File: config.mk
export PLATFORM = sky130hd
export DESIGN_NAME = mlre_ctrl
export DESIGN_NICKNAME = d
export VERILOG_FILES = /design/src/hw/rtl/mlre_pkg.sv /design/src/hw/rtl/mlre_ctrl.sv
export SDC_FILE = /design/constraint.sdc
export NUM_CORES = 1
export LEC_CHECK = 0
export BUFFER_PORTS_ARGS = -buffer_cell sky130_fd_sc_hd__buf_2
export CAP_MARGIN = 20
export CORE_UTILIZATION = 45
export CTS_CLUSTER_SIZE = 16
export DETAILED_ROUTE_END_ITERATION = 6
export PLACE_DENSITY = 0.78
export SETUP_SLACK_MARGIN = 0.4
export SLEW_MARGIN = 15
export SYNTH_ARGS = -nofsm -noshare
export SYNTH_HDL_FRONTEND = slang
export SYNTH_SLANG_ARGS = --single-unit
export TNS_END_PERCENT = 50
File: constraint.sdc
create_clock -name clk -period 2.98 [get_ports clk]
set_clock_uncertainty 0.15 [all_clocks]
set_input_delay 0.596 -clock clk [delete_from_list [all_inputs] [get_ports clk]]
set_output_delay 0.596 -clock clk [all_outputs]
set_load 0.01 [all_outputs]
File: src/hw/rtl/mlre_pkg.sv
// ----------------------------------------------------------------------------
// mlre_pkg
// Shared types, codes and defaults for the segmented LRU list block.
// ----------------------------------------------------------------------------
`default_nettype none

package mlre_pkg;

  localparam int DEF_NUM_ENTRIES = 1024;
  localparam int DEF_NUM_CLASSES = 64;
  localparam int DEF_SCAN_DEPTH  = 3;

  localparam int ENTRY_W  = 10;
  localparam int CLASS_W  = 6;
  localparam int TIME_W   = 32;
  localparam int COUNT_W  = 11;
  localparam int CLASS_CODES = 1 << CLASS_W;

  typedef enum logic [1:0] {
    KIND_ADD     = 2'd0,
    KIND_REMOVE  = 2'd1,
    KIND_ACCESS  = 2'd2,
    KIND_RECYCLE = 2'd3
  } kind_t;

  typedef enum logic [1:0] {
    ST_OK       = 2'd0,
    ST_EMPTY    = 2'd1,
    ST_UNLINKED = 2'd2,
    ST_LINKED   = 2'd3
  } status_t;

  // controller -> datapath
  typedef struct packed {
    logic    clr;
    logic    load;
    logic    cap_head;
    logic    cap_cnt;
    logic    cap_tail;
    logic    cap_cls;
    logic    scan;
    logic    unlink;
    logic    link;
    logic    link2;
    logic    finish;
    status_t fin_status;
  } mlre_cmd_t;

  // datapath -> controller
  typedef struct packed {
    kind_t kind;
    logic  e_valid;
    logic  linked;
    logic  tail_null;
    logic  scan_hit;
    logic  scan_stop;
    logic  clr_done;
  } mlre_stat_t;

endpackage

`default_nettype wire

File: src/hw/rtl/mlre_ctrl.sv
// ----------------------------------------------------------------------------
// mlre_ctrl
// Sequencer: clearing pass, lookup, tail scan, unlink and head link steps.
// ----------------------------------------------------------------------------
`default_nettype none

module mlre_ctrl import mlre_pkg::*; (
  input  wire logic       clk,
  input  wire logic       rst,
  input  wire logic       start,
  output logic            busy,
  input  wire mlre_stat_t stat,
  output mlre_cmd_t       cmd
);

  typedef enum logic [7:0] {
    S_CLEAR  = 8'b0000_0001,
    S_IDLE   = 8'b0000_0010,
    S_RD1    = 8'b0000_0100,
    S_RD2    = 8'b0000_1000,
    S_SCAN   = 8'b0001_0000,
    S_UNLINK = 8'b0010_0000,
    S_LINK   = 8'b0100_0000,
    S_LINK2  = 8'b1000_0000
  } state_t;

  state_t state, state_next;

  always_ff @(posedge clk) begin
    if (rst) begin
      state <= S_CLEAR;
    end else begin
      state <= state_next;
    end
  end

  assign busy = (state != S_IDLE);

  always_comb begin
    state_next = state;
    cmd        = '0;
    cmd.fin_status = ST_OK;
    unique case (state)
      S_CLEAR: begin
        cmd.clr = 1'b1;
        if (stat.clr_done) state_next = S_IDLE;
      end
      S_IDLE: begin
        if (start) begin
          cmd.load   = 1'b1;
          state_next = S_RD1;
        end
      end
      S_RD1: begin
        unique case (stat.kind)
          KIND_ADD: begin
            if (!stat.e_valid || stat.linked) begin
              cmd.finish     = 1'b1;
              cmd.fin_status = stat.e_valid ? ST_LINKED : ST_UNLINKED;
              state_next     = S_IDLE;
            end else begin
              cmd.cap_head = 1'b1;
              cmd.cap_cnt  = 1'b1;
              state_next   = S_LINK;
            end
          end
          KIND_REMOVE, KIND_ACCESS: begin
            if (!stat.linked) begin
              cmd.finish     = 1'b1;
              cmd.fin_status = ST_UNLINKED;
              state_next     = S_IDLE;
            end else begin
              cmd.cap_cls = 1'b1;
              state_next  = S_RD2;
            end
          end
          KIND_RECYCLE: begin
            if (stat.tail_null) begin
              cmd.finish     = 1'b1;
              cmd.fin_status = ST_EMPTY;
              state_next     = S_IDLE;
            end else begin
              cmd.cap_cnt  = 1'b1;
              cmd.cap_tail = 1'b1;
              state_next   = S_SCAN;
            end
          end
          default: state_next = S_IDLE;
        endcase
      end
      S_RD2: begin
        cmd.cap_cnt = 1'b1;
        state_next  = S_UNLINK;
      end
      S_SCAN: begin
        cmd.scan = 1'b1;
        if (stat.scan_hit || stat.scan_stop) state_next = S_UNLINK;
      end
      S_UNLINK: begin
        cmd.unlink = 1'b1;
        if (stat.kind == KIND_ACCESS) begin
          state_next = S_LINK;
        end else begin
          cmd.finish = 1'b1;
          state_next = S_IDLE;
        end
      end
      S_LINK: begin
        cmd.link   = 1'b1;
        state_next = S_LINK2;
      end
      S_LINK2: begin
        cmd.link2  = 1'b1;
        cmd.finish = 1'b1;
        state_next = S_IDLE;
      end
      default: state_next = S_CLEAR;
    endcase
  end

endmodule

`default_nettype wire

# Yosys cells after proc, flatten, opt, wreduce, memory -nomap -nowiden

Index checks and enable logic that the tools add are counted.

Eq/ne operators: 15
Multiplexer cells: 34
Reductions and logical operators: 6

Operators by type and width:

| cell                                                             | number |
|---|---|
| 8-bit one-hot mux with 8 select lines                            | 1 |
| 8-bit two-way mux                                                | 3 |
| 8-bit one-hot mux with 3 select lines                            | 1 |
| 1-bit two-way mux                                                | 14 |
| 7-bit two-way mux                                                | 2 |
| 3-bit two-way mux                                                | 3 |
| 3-bit one-hot mux with 3 select lines                            | 1 |
| 8-bit by 1-bit == test with 1-bit output (second input constant) | 1 |
| 8-bit by 2-bit == test with 1-bit output (second input constant) | 1 |
| 8-bit by 3-bit == test with 1-bit output (second input constant) | 1 |
| 8-bit by 4-bit == test with 1-bit output (second input constant) | 1 |
| 8-bit by 5-bit == test with 1-bit output (second input constant) | 1 |
| 8-bit by 6-bit == test with 1-bit output (second input constant) | 1 |
| 8-bit by 7-bit == test with 1-bit output (second input constant) | 1 |
| 8-bit == test (second input constant)                            | 1 |
| 2-bit two-way mux                                                | 4 |
| 8-bit by 2-bit != test with 1-bit output (second input constant) | 1 |
| 2-bit != test (second input constant)                            | 3 |
| 5-bit two-way mux                                                | 1 |
| 2-bit == test (second input constant)                            | 2 |
| 4-bit two-way mux                                                | 1 |
| 1-bit one-hot mux with 2 select lines                            | 2 |
| 1-bit one-hot mux with 3 select lines                            | 1 |
| 3-bit AND reduction                                              | 1 |
| 5 further kinds                                                  | 6 |

Register bits: 8
Bits of input ports: 11
Output and inout port bits: 14
Logic and storage cells: 56

# Logic depth before layout (Yosys ltp)

Gate-level depths: netlist of run 1.

Word-level depth: 5
Depth in mapped cells: 6
Gate-level depth less buffers: 6

# Least setup slack after synthesis of run 1

Ideal clock, no wire load.

Path kind: reg-to-output
Start: reg state[7]
End: out cmd[9] in the netlist's numbering
Arrival time: 2.024 ns
Path slack: 0.210 ns
Cell stages (with the launch flop): 7
Cells stage by stage: dfxtp_1 or4_1 buf_2 or4_4 nor3b_4 o21ai_2 a21oi_2

RTL lines:

| element                  | line            | RTL |
|---|---|---|
| start: declaration       | mlre_ctrl.sv:27 | `state_t state, state_next;` |
| start signal: assignment | mlre_ctrl.sv:33 | `state <= state_next;` |
| end: declaration         | mlre_ctrl.sv:13 | `output mlre_cmd_t cmd` |

==> qor.yml, run 1 <==
crit_family: "simple AND/OR/NAND/NOR gates"
cp.arrival_ns: 2.08
final.period_utilization_pct: 94.7
diodes: 0
grt.total_usage_pct: 23.7
peakVddDrop_mv: 0.266
clkLatencyLatePin_ns: 0.24
wl_mm: 1.85
max_freq_ghz: 0.354
maxSlewHeadroom_pct: 67.5
whs_path_depth: 2
antenna_found_initial: 0
worst_setup_path_end_kind: "output pin"
dr.pass1.iters: 4
period_needed_ns: 2.82
worstSetupStartpointType: "flop"
crit_type: "flop to output pin"
status: "finished, final reports clean"
synth_area_um2: 621
setup_viol: 0
r2r_slack_ns: 0.66
reg2reg_depth: 7
syn2layout_area_growth_pct: 44.8
finalHoldViolations: 0
wl_per_cell_um: 14.5
power.leakage_nw: 0.463
synth_cell_types: 36
cts.sinks: 8
avgSynthCellArea_um2: 7.86
ys_ff_latch: 8
synth_seq_area_share_pct: 25.8
cp.required_ns: 2.23
grt_pass1_vias: 629
cts.path.max_buffers: 2
largest_reg_flops: 8
slowest_delay_ns: 0.54
place_congestion: 0.833
cp.depth: 6
cts_buffers: 3
max_cap_viol_count: 0
drtIter0Drc: 20
reg2reg_to: "state[1]"
cp_common_cell: "or4_4"
grt_overflow: 0
grt_setup_unrepaired: "yes"
syn-instance-count: 79
ys_warn_count: 0
fp.dieW_um: 39.1
timing.rr.start: "state[4]"
fin_setup_tns_ns: 0
crit_path_max_fanout: 2
final_cell_mix: "23 x buf_2, 10 x inv_1, 10 x nor2_1, 6 x buf_4, 6 x dfxtp_1"
cp-endpoint: "cmd[9]"
top_regs: "state (8)"
grt_first_pass_wirelength_mm: 2.54
syn_nets: 94
worst_path_max_delay_cell: "or4_4"
final_common_cell: "buf_2"
core-area_mm2: 0.00128
worst_pin_slew_ns: 0.482
min_path_type: "input pin to flop"
vias: 735
initial_core_util_pct: 48.3
dpl.hpwl_mm: 1.21
cp-startpoint: "state[4]"
power.density_mw_per_mm2: 434
die_height_um: 39.1
post_route_cells_drive_above_1_share_pct: 45.1
n_fill_cell: 100
drc_errors: 0
grt_max_degree: 9
top_register: "state"
fin_nets: 130
portBuffers: 24
cts_tree: "yes"
clk_pin_slew_ns: 0.05
fin_util_pct: 69.9
dieArea_mm2: 0.00153
crit_path_cell_trace: "or4_4, or4_4, nor3b_4, o21ai_2, a21oi_2, buf_2"
worstPathBufferInverterCount: 1
cts-root-buf: "clkbuf_4"
ios: 25
ant_nets: 0
cts_htree_levels: 1
slew_violations: 0
vias_per_cell: 5.74
rows: 13
==> layer usage <==
layer	share of wire, %	track usage [%]	wire, um	vias to the layer above
met5	0	0	0	-
met3	4.3	4.05	79	0
met2	52	41.3	964	34
li1	-	-	-	354
met4	0	3.45	0	0
met1	44	30.8	807	347
==> Yosys cell counts <==
| library cell | number | area, um2 |
|---|---|---|
| a2111oi_0 | 1 | 8.76 |
| nand3_1 | 1 | 5.00 |
| nand2_1 | 1 | 3.75 |
| and2_1 | 1 | 6.26 |
| o21bai_1 | 1 | 7.51 |
| nand4_1 | 1 | 6.26 |
| dfxtp_1 | 8 | 160 |
| o21ai_2 | 1 | 8.76 |
| and3_1 | 3 | 18.8 |
| a21o_1 | 2 | 15.0 |
| nor3_1 | 4 | 20.0 |
| nor4_1 | 2 | 12.5 |
| or4_4 | 1 | 11.3 |
| a21oi_2 | 1 | 8.76 |
| a211oi_1 | 1 | 7.51 |
| nor4b_1 | 1 | 8.76 |
| or2_2 | 2 | 12.5 |
| or4_1 | 1 | 7.51 |
| or3_1 | 1 | 6.26 |
| nor3b_4 | 1 | 18.8 |
| buf_2 | 1 | 5.00 |
| o21ai_0 | 1 | 5.00 |
| a31oi_1 | 1 | 6.26 |
| nand4b_1 | 2 | 17.5 |
| nor3b_1 | 2 | 15.0 |
| ha_1 | 4 | 50.1 |
| nor2b_1 | 1 | 6.26 |
| nand2b_1 | 2 | 12.5 |
| o41ai_1 | 1 | 8.76 |
| and3b_1 | 1 | 8.76 |
| nor2_1 | 11 | 41.3 |
| a21oi_1 | 3 | 15.0 |
| or4b_2 | 2 | 20.0 |
| and4b_1 | 1 | 10.0 |
| a22oi_1 | 1 | 7.51 |
| inv_1 | 10 | 37.5 |
==> final cells by class <==
class | count | area (um2) | share of cell area (%)
flip-flops and latches | 8 | 163 | 18.1
well taps | 15 | 18.8 | 2.09
multi-input cells | 60 | 463 | 51.5
inverters | 10 | 37.5 | 4.18
clock buffers | 3 | 22.5 | 2.51
repair buffers | 32 | 194 | 21.6
==> kinds of logic (layout without fill, tap and decap cells) <==
| logic type | count (synthesis) | count (layout) | synth area share, % |
|---|---|---|---|
| compound gates | 14 | 14 | 15.9 |
| fa+ha+maj | 4 | 4 | 8.06 |
| buf+inv | 11 | 45 | 6.85 |
| flops | 8 | 8 | 25.8 |
| simple gates | 42 | 42 | 43.3 |
==> per-stage QoR <==
stage,setup slack (ns),hold WS [ns],cells,instance area (um2),total power [mW]
global placement,0.280,0.552,118,762,0.273
finish,0.159,0.471,128,898,0.390
global route,0.0889,0.482,128,898,0.409
floorplan,0.307,0.515,79,621,0.233
detailed placement,0.234,0.578,118,762,0.280
CTS,0.0889,0.465,127,851,0.358
==> where the power goes <==
group	leakage, nW	internal [mW]	switching, mW	total [mW]
Sequential	0.0659	0.119	0.0306	0.150
Combinational	0.384	0.0777	0.0843	0.162
Clock	0.0138	0.0458	0.0323	0.0781
==> how the worst min path moves through the flow <==
stage | slack [ns] | to | startpoint
6_report | 0.47 | state[7] | rst
5_1_grt | 0.48 | state[3] | rst
4_1_cts | 0.46 | state[7] | rst
3_5_place_dp | 0.58 | state[7] | state[6]
3_3_place_gp | 0.55 | state[7] | state[6]
2_1_floorplan | 0.52 | state[1] | state[3]
==> timing repair <==
| action | CTS | global route |
|---|---|---|
| endpoints found under the setup margin | 7 | 11 |
| resized for setup | 6 | 8 |
| setup buffers | 6 | 1 |
| cloned | 0 | 0 |
| pin swaps | 4 | 3 |
| hold buffers | 0 | 0 |
Note: power is estimated with default switching activity, not from simulation.
==> run 2: changes to the inputs <==
--- a/config.mk
+++ b/config.mk
@@ -7,10 +7,11 @@
 export LEC_CHECK = 0
 export BUFFER_PORTS_ARGS = -buffer_cell sky130_fd_sc_hd__buf_2
 export CAP_MARGIN = 20
-export CORE_UTILIZATION = 45
+export CORE_UTILIZATION = 44
+export CTS_BUF_LIST = sky130_fd_sc_hd__clkbuf_2 sky130_fd_sc_hd__clkbuf_4 sky130_fd_sc_hd__clkbuf_8
 export CTS_CLUSTER_SIZE = 16
 export DETAILED_ROUTE_END_ITERATION = 6
-export PLACE_DENSITY = 0.78
+export PLACE_DENSITY = 0.8
 export SETUP_SLACK_MARGIN = 0.4
 export SLEW_MARGIN = 15
 export SYNTH_ARGS = -nofsm -noshare
==> constraint.sdc (replaced) <==
create_clock -name clk -period 2.3 [get_ports clk]
set_clock_uncertainty 0.15 [all_clocks]
set_input_delay 0.46 -clock clk [delete_from_list [all_inputs] [get_ports clk]]
set_output_delay 0.46 -clock clk [all_outputs]
set_load 0.01 [all_outputs]
==> run 2 against run 1 <==
  * The run now ends with negative setup slack left
  * Global-route usage increased by 2.9 points
  * Final cell count increased by 5.5%
  * Die area rose by 2.2%
  * Non-clock buffer count is 7 higher
  * Critical endpoint unchanged
  * Largest power group unchanged
  * Highest routed layer is now met4
==> qor.yml, run 2 (synthesis gave the netlist of run 1 again) <==
top_regs: "state (8)"
grt_overflow: 0  # unchanged
cp.required_ns: 1.69  # -0.54 ns
ant_nets: 0  # unchanged
fin_nets: 137  # +5.4%
dr.pass1.iters: 4  # unchanged
core-area_mm2: 0.00130  # +1.3%
maxSlewHeadroom_pct: 65.5  # -1.9 points
grt_first_pass_wirelength_mm: 2.79  # +10%
portBuffers: 24  # unchanged
ios: 25  # unchanged
diodes: 0  # unchanged
vias: 773  # +5.2%
min_path_type: "input pin to flop"
crit_path_max_fanout: 2  # unchanged
clkLatencyLatePin_ns: 0.25  # about the same
worst_pin_slew_ns: 0.504  # +0.0221 ns
top_register: "state"
n_fill_cell: 101  # +1.0%
fp.dieW_um: 39.6  # +1.1%
routed-wl-met3_um: 107  # +35%
grt.total_usage_pct: 26.6  # +2.9 points
power.switching_uw: 202  # +37%
vias_per_cell: 5.73  # -0.28%
antenna_found_initial: 0  # unchanged
cts.path.max_buffers: 2  # unchanged
seqPwrFrac_pct: 34.9  # -3.5 points
worst_slack_ns: -0.380  # -0.539 ns
status: "complete, but fails checks"
largest_reg_flops: 8  # unchanged
post_route_cells_drive_above_1_share_pct: 51.7  # +6.5 points
wl_per_cell_um: 15.4  # +6.7%
worst_setup_path_end_kind: "output pin"
cts-root-buf: "clkbuf_4"
slowest_delay_ns: 0.52  # -0.02 ns
switching_share_pct: 37.2  # -0.55 points
fin_util_pct: 75.6  # +5.7 points
peakVddDrop_mv: 0.548  # +110%
clk_pin_slew_ns: 0.06  # about the same
cp.arrival_ns: 2.07  # about the same
final.period_utilization_pct: 117
cts_hold_buffers: 0  # unchanged
hold_ws_ns: 0.320  # -0.151 ns
max_freq_ghz: 0.373
drc_errors: 0  # unchanged
place_congestion: 0.824  # -1.0%
dieArea_mm2: 0.00156  # +2.2%
max_cap_viol_count: 0  # unchanged
power.density_mw_per_mm2: 553  # +27%
cts.sinks: 8  # unchanged
dr_wl_met2_mm: 1.06  # +10%
slew_violations: 0  # unchanged
pwr-share-clk_pct: 19.4  # -0.6 points
rows: 13  # unchanged
final_cell_mix: "20 x buf_2, 14 x buf_4, 11 x nor2_1, 9 x inv_1"
syn2layout_area_growth_pct: 58.5
crit_path_cell_trace: "or4_4, or4_4, nor3b_4, o21ai_2, a21oi_2, buf_2"
worst_path_max_delay_cell: "or4_4"
grt_max_degree: 9  # unchanged
setup_viol: 10  # +10
met1Wirelength_um: 891  # +10%
initial_core_util_pct: 47.7  # -0.60 points
dpl.hpwl_mm: 1.36  # +12%
die_height_um: 39.6  # +1.1%
crit_type: "flop to output pin"
pwr-share-comb_pct: 45.7  # +4.2 points
worstPathBufferInverterCount: 1  # unchanged
power.leakage_nw: 0.507  # +9.5%
worstSetupStartpointType: "flop"
final_common_cell: "buf_2"
violations: "negative setup slack"
dr.max_layer_used: "met4"
internal_power_uw: 342  # +41%
period_needed_ns: 2.68
crit_family: "simple AND/OR/NAND/NOR gates"
drtIter0Drc: 22  # +10%
grt_pass1_vias: 670  # +6.5%
cts_buffers: 3  # unchanged
grt_setup_unrepaired: "yes"
finalHoldViolations: 0  # unchanged
cp_common_cell: "or4_4"
cts_htree_levels: 1  # unchanged
wl_mm: 2.08  # +13%
cts_tree: "yes"
fin_setup_tns_ns: -2.46  # -2.46 ns
## run 2: cell types whose count changed in the layout (fill, tap and decap cells not counted), moves of 2 or more
cell	change
buf_4	+8
or2_2	-2
buf_6	+2
buf_2	-3
or2_4	+2
## run 2: final timing paths
check | startpoint | end | slack, ns | cells past startpoint
max | state[7] | cmd[9] | -0.38 | 6
min | rst | state[1] | 0.32 | 2
max reg2reg | state[7] | state[1] | 0.04 | 6
min reg2reg | state[0] | state[2] | 0.65 | 3
## run 2: cell type report
| type | count | area [um2] | area share (%) |
|---|---|---|---|
| clock buffers | 3 | 22.5 | 2.29 |
| inverters | 10 | 40.0 | 4.07 |
| flip-flops and latches | 8 | 166 | 16.9 |
| repair buffers | 39 | 262 | 26.6 |
| multi-input cells | 60 | 474 | 48.2 |
| well taps | 15 | 18.8 | 1.91 |
## run 2: worst register-to-register path, delay by kind of cell, from the launching register on
| kind | cells | cell delay (ns) |
|---|---|---|
| AO/OA/AOI/OAI | 3 | 0.67 |
| buffers and inverters | 1 | 0.17 |
| flip-flops | 1 | 0.32 |
| AND/OR/NAND/NOR | 2 | 0.86 |
## run 2: timing repair
item                                    in CTS  in global routing
pin swaps                                    3                  3
endpoints found under the setup margin      19                 20
buffers inserted                             3                  2
gates cloned                                 0                  0
resized for setup                            9                 14
## run 2: stage by stage
stage / area [um2] / worst slack (ns) / std cells / power [mW]
finish: 983 / -0.380 / 135 / 0.544
global route: 983 / -0.459 / 135 / 0.572
CTS: 916 / -0.379 / 133 / 0.488
global placement: 831 / -0.100 / 127 / 0.366
floorplan: 622 / -0.235 / 79 / 0.301
detailed placement: 831 / -0.135 / 127 / 0.374
## run 2: power by group through the flow
stage          Sequential, mW  Combinational [mW]  Clock, mW
2_1_floorplan           0.171               0.130          0
3_5_place_dp            0.179               0.195          0
5_1_grt                 0.192               0.268      0.112
6_report                0.190               0.249      0.105
3_3_place_gp            0.177               0.189          0
4_1_cts                 0.177               0.208      0.103
## run 2: routing by layer
metal | GRT usage (%) | up-vias
met3 | 8.52 | 4
li1 | - | 370
met4 | 14.7 | 0
met5 | 0 | -
met2 | 42.6 | 34
met1 | 30.6 | 365
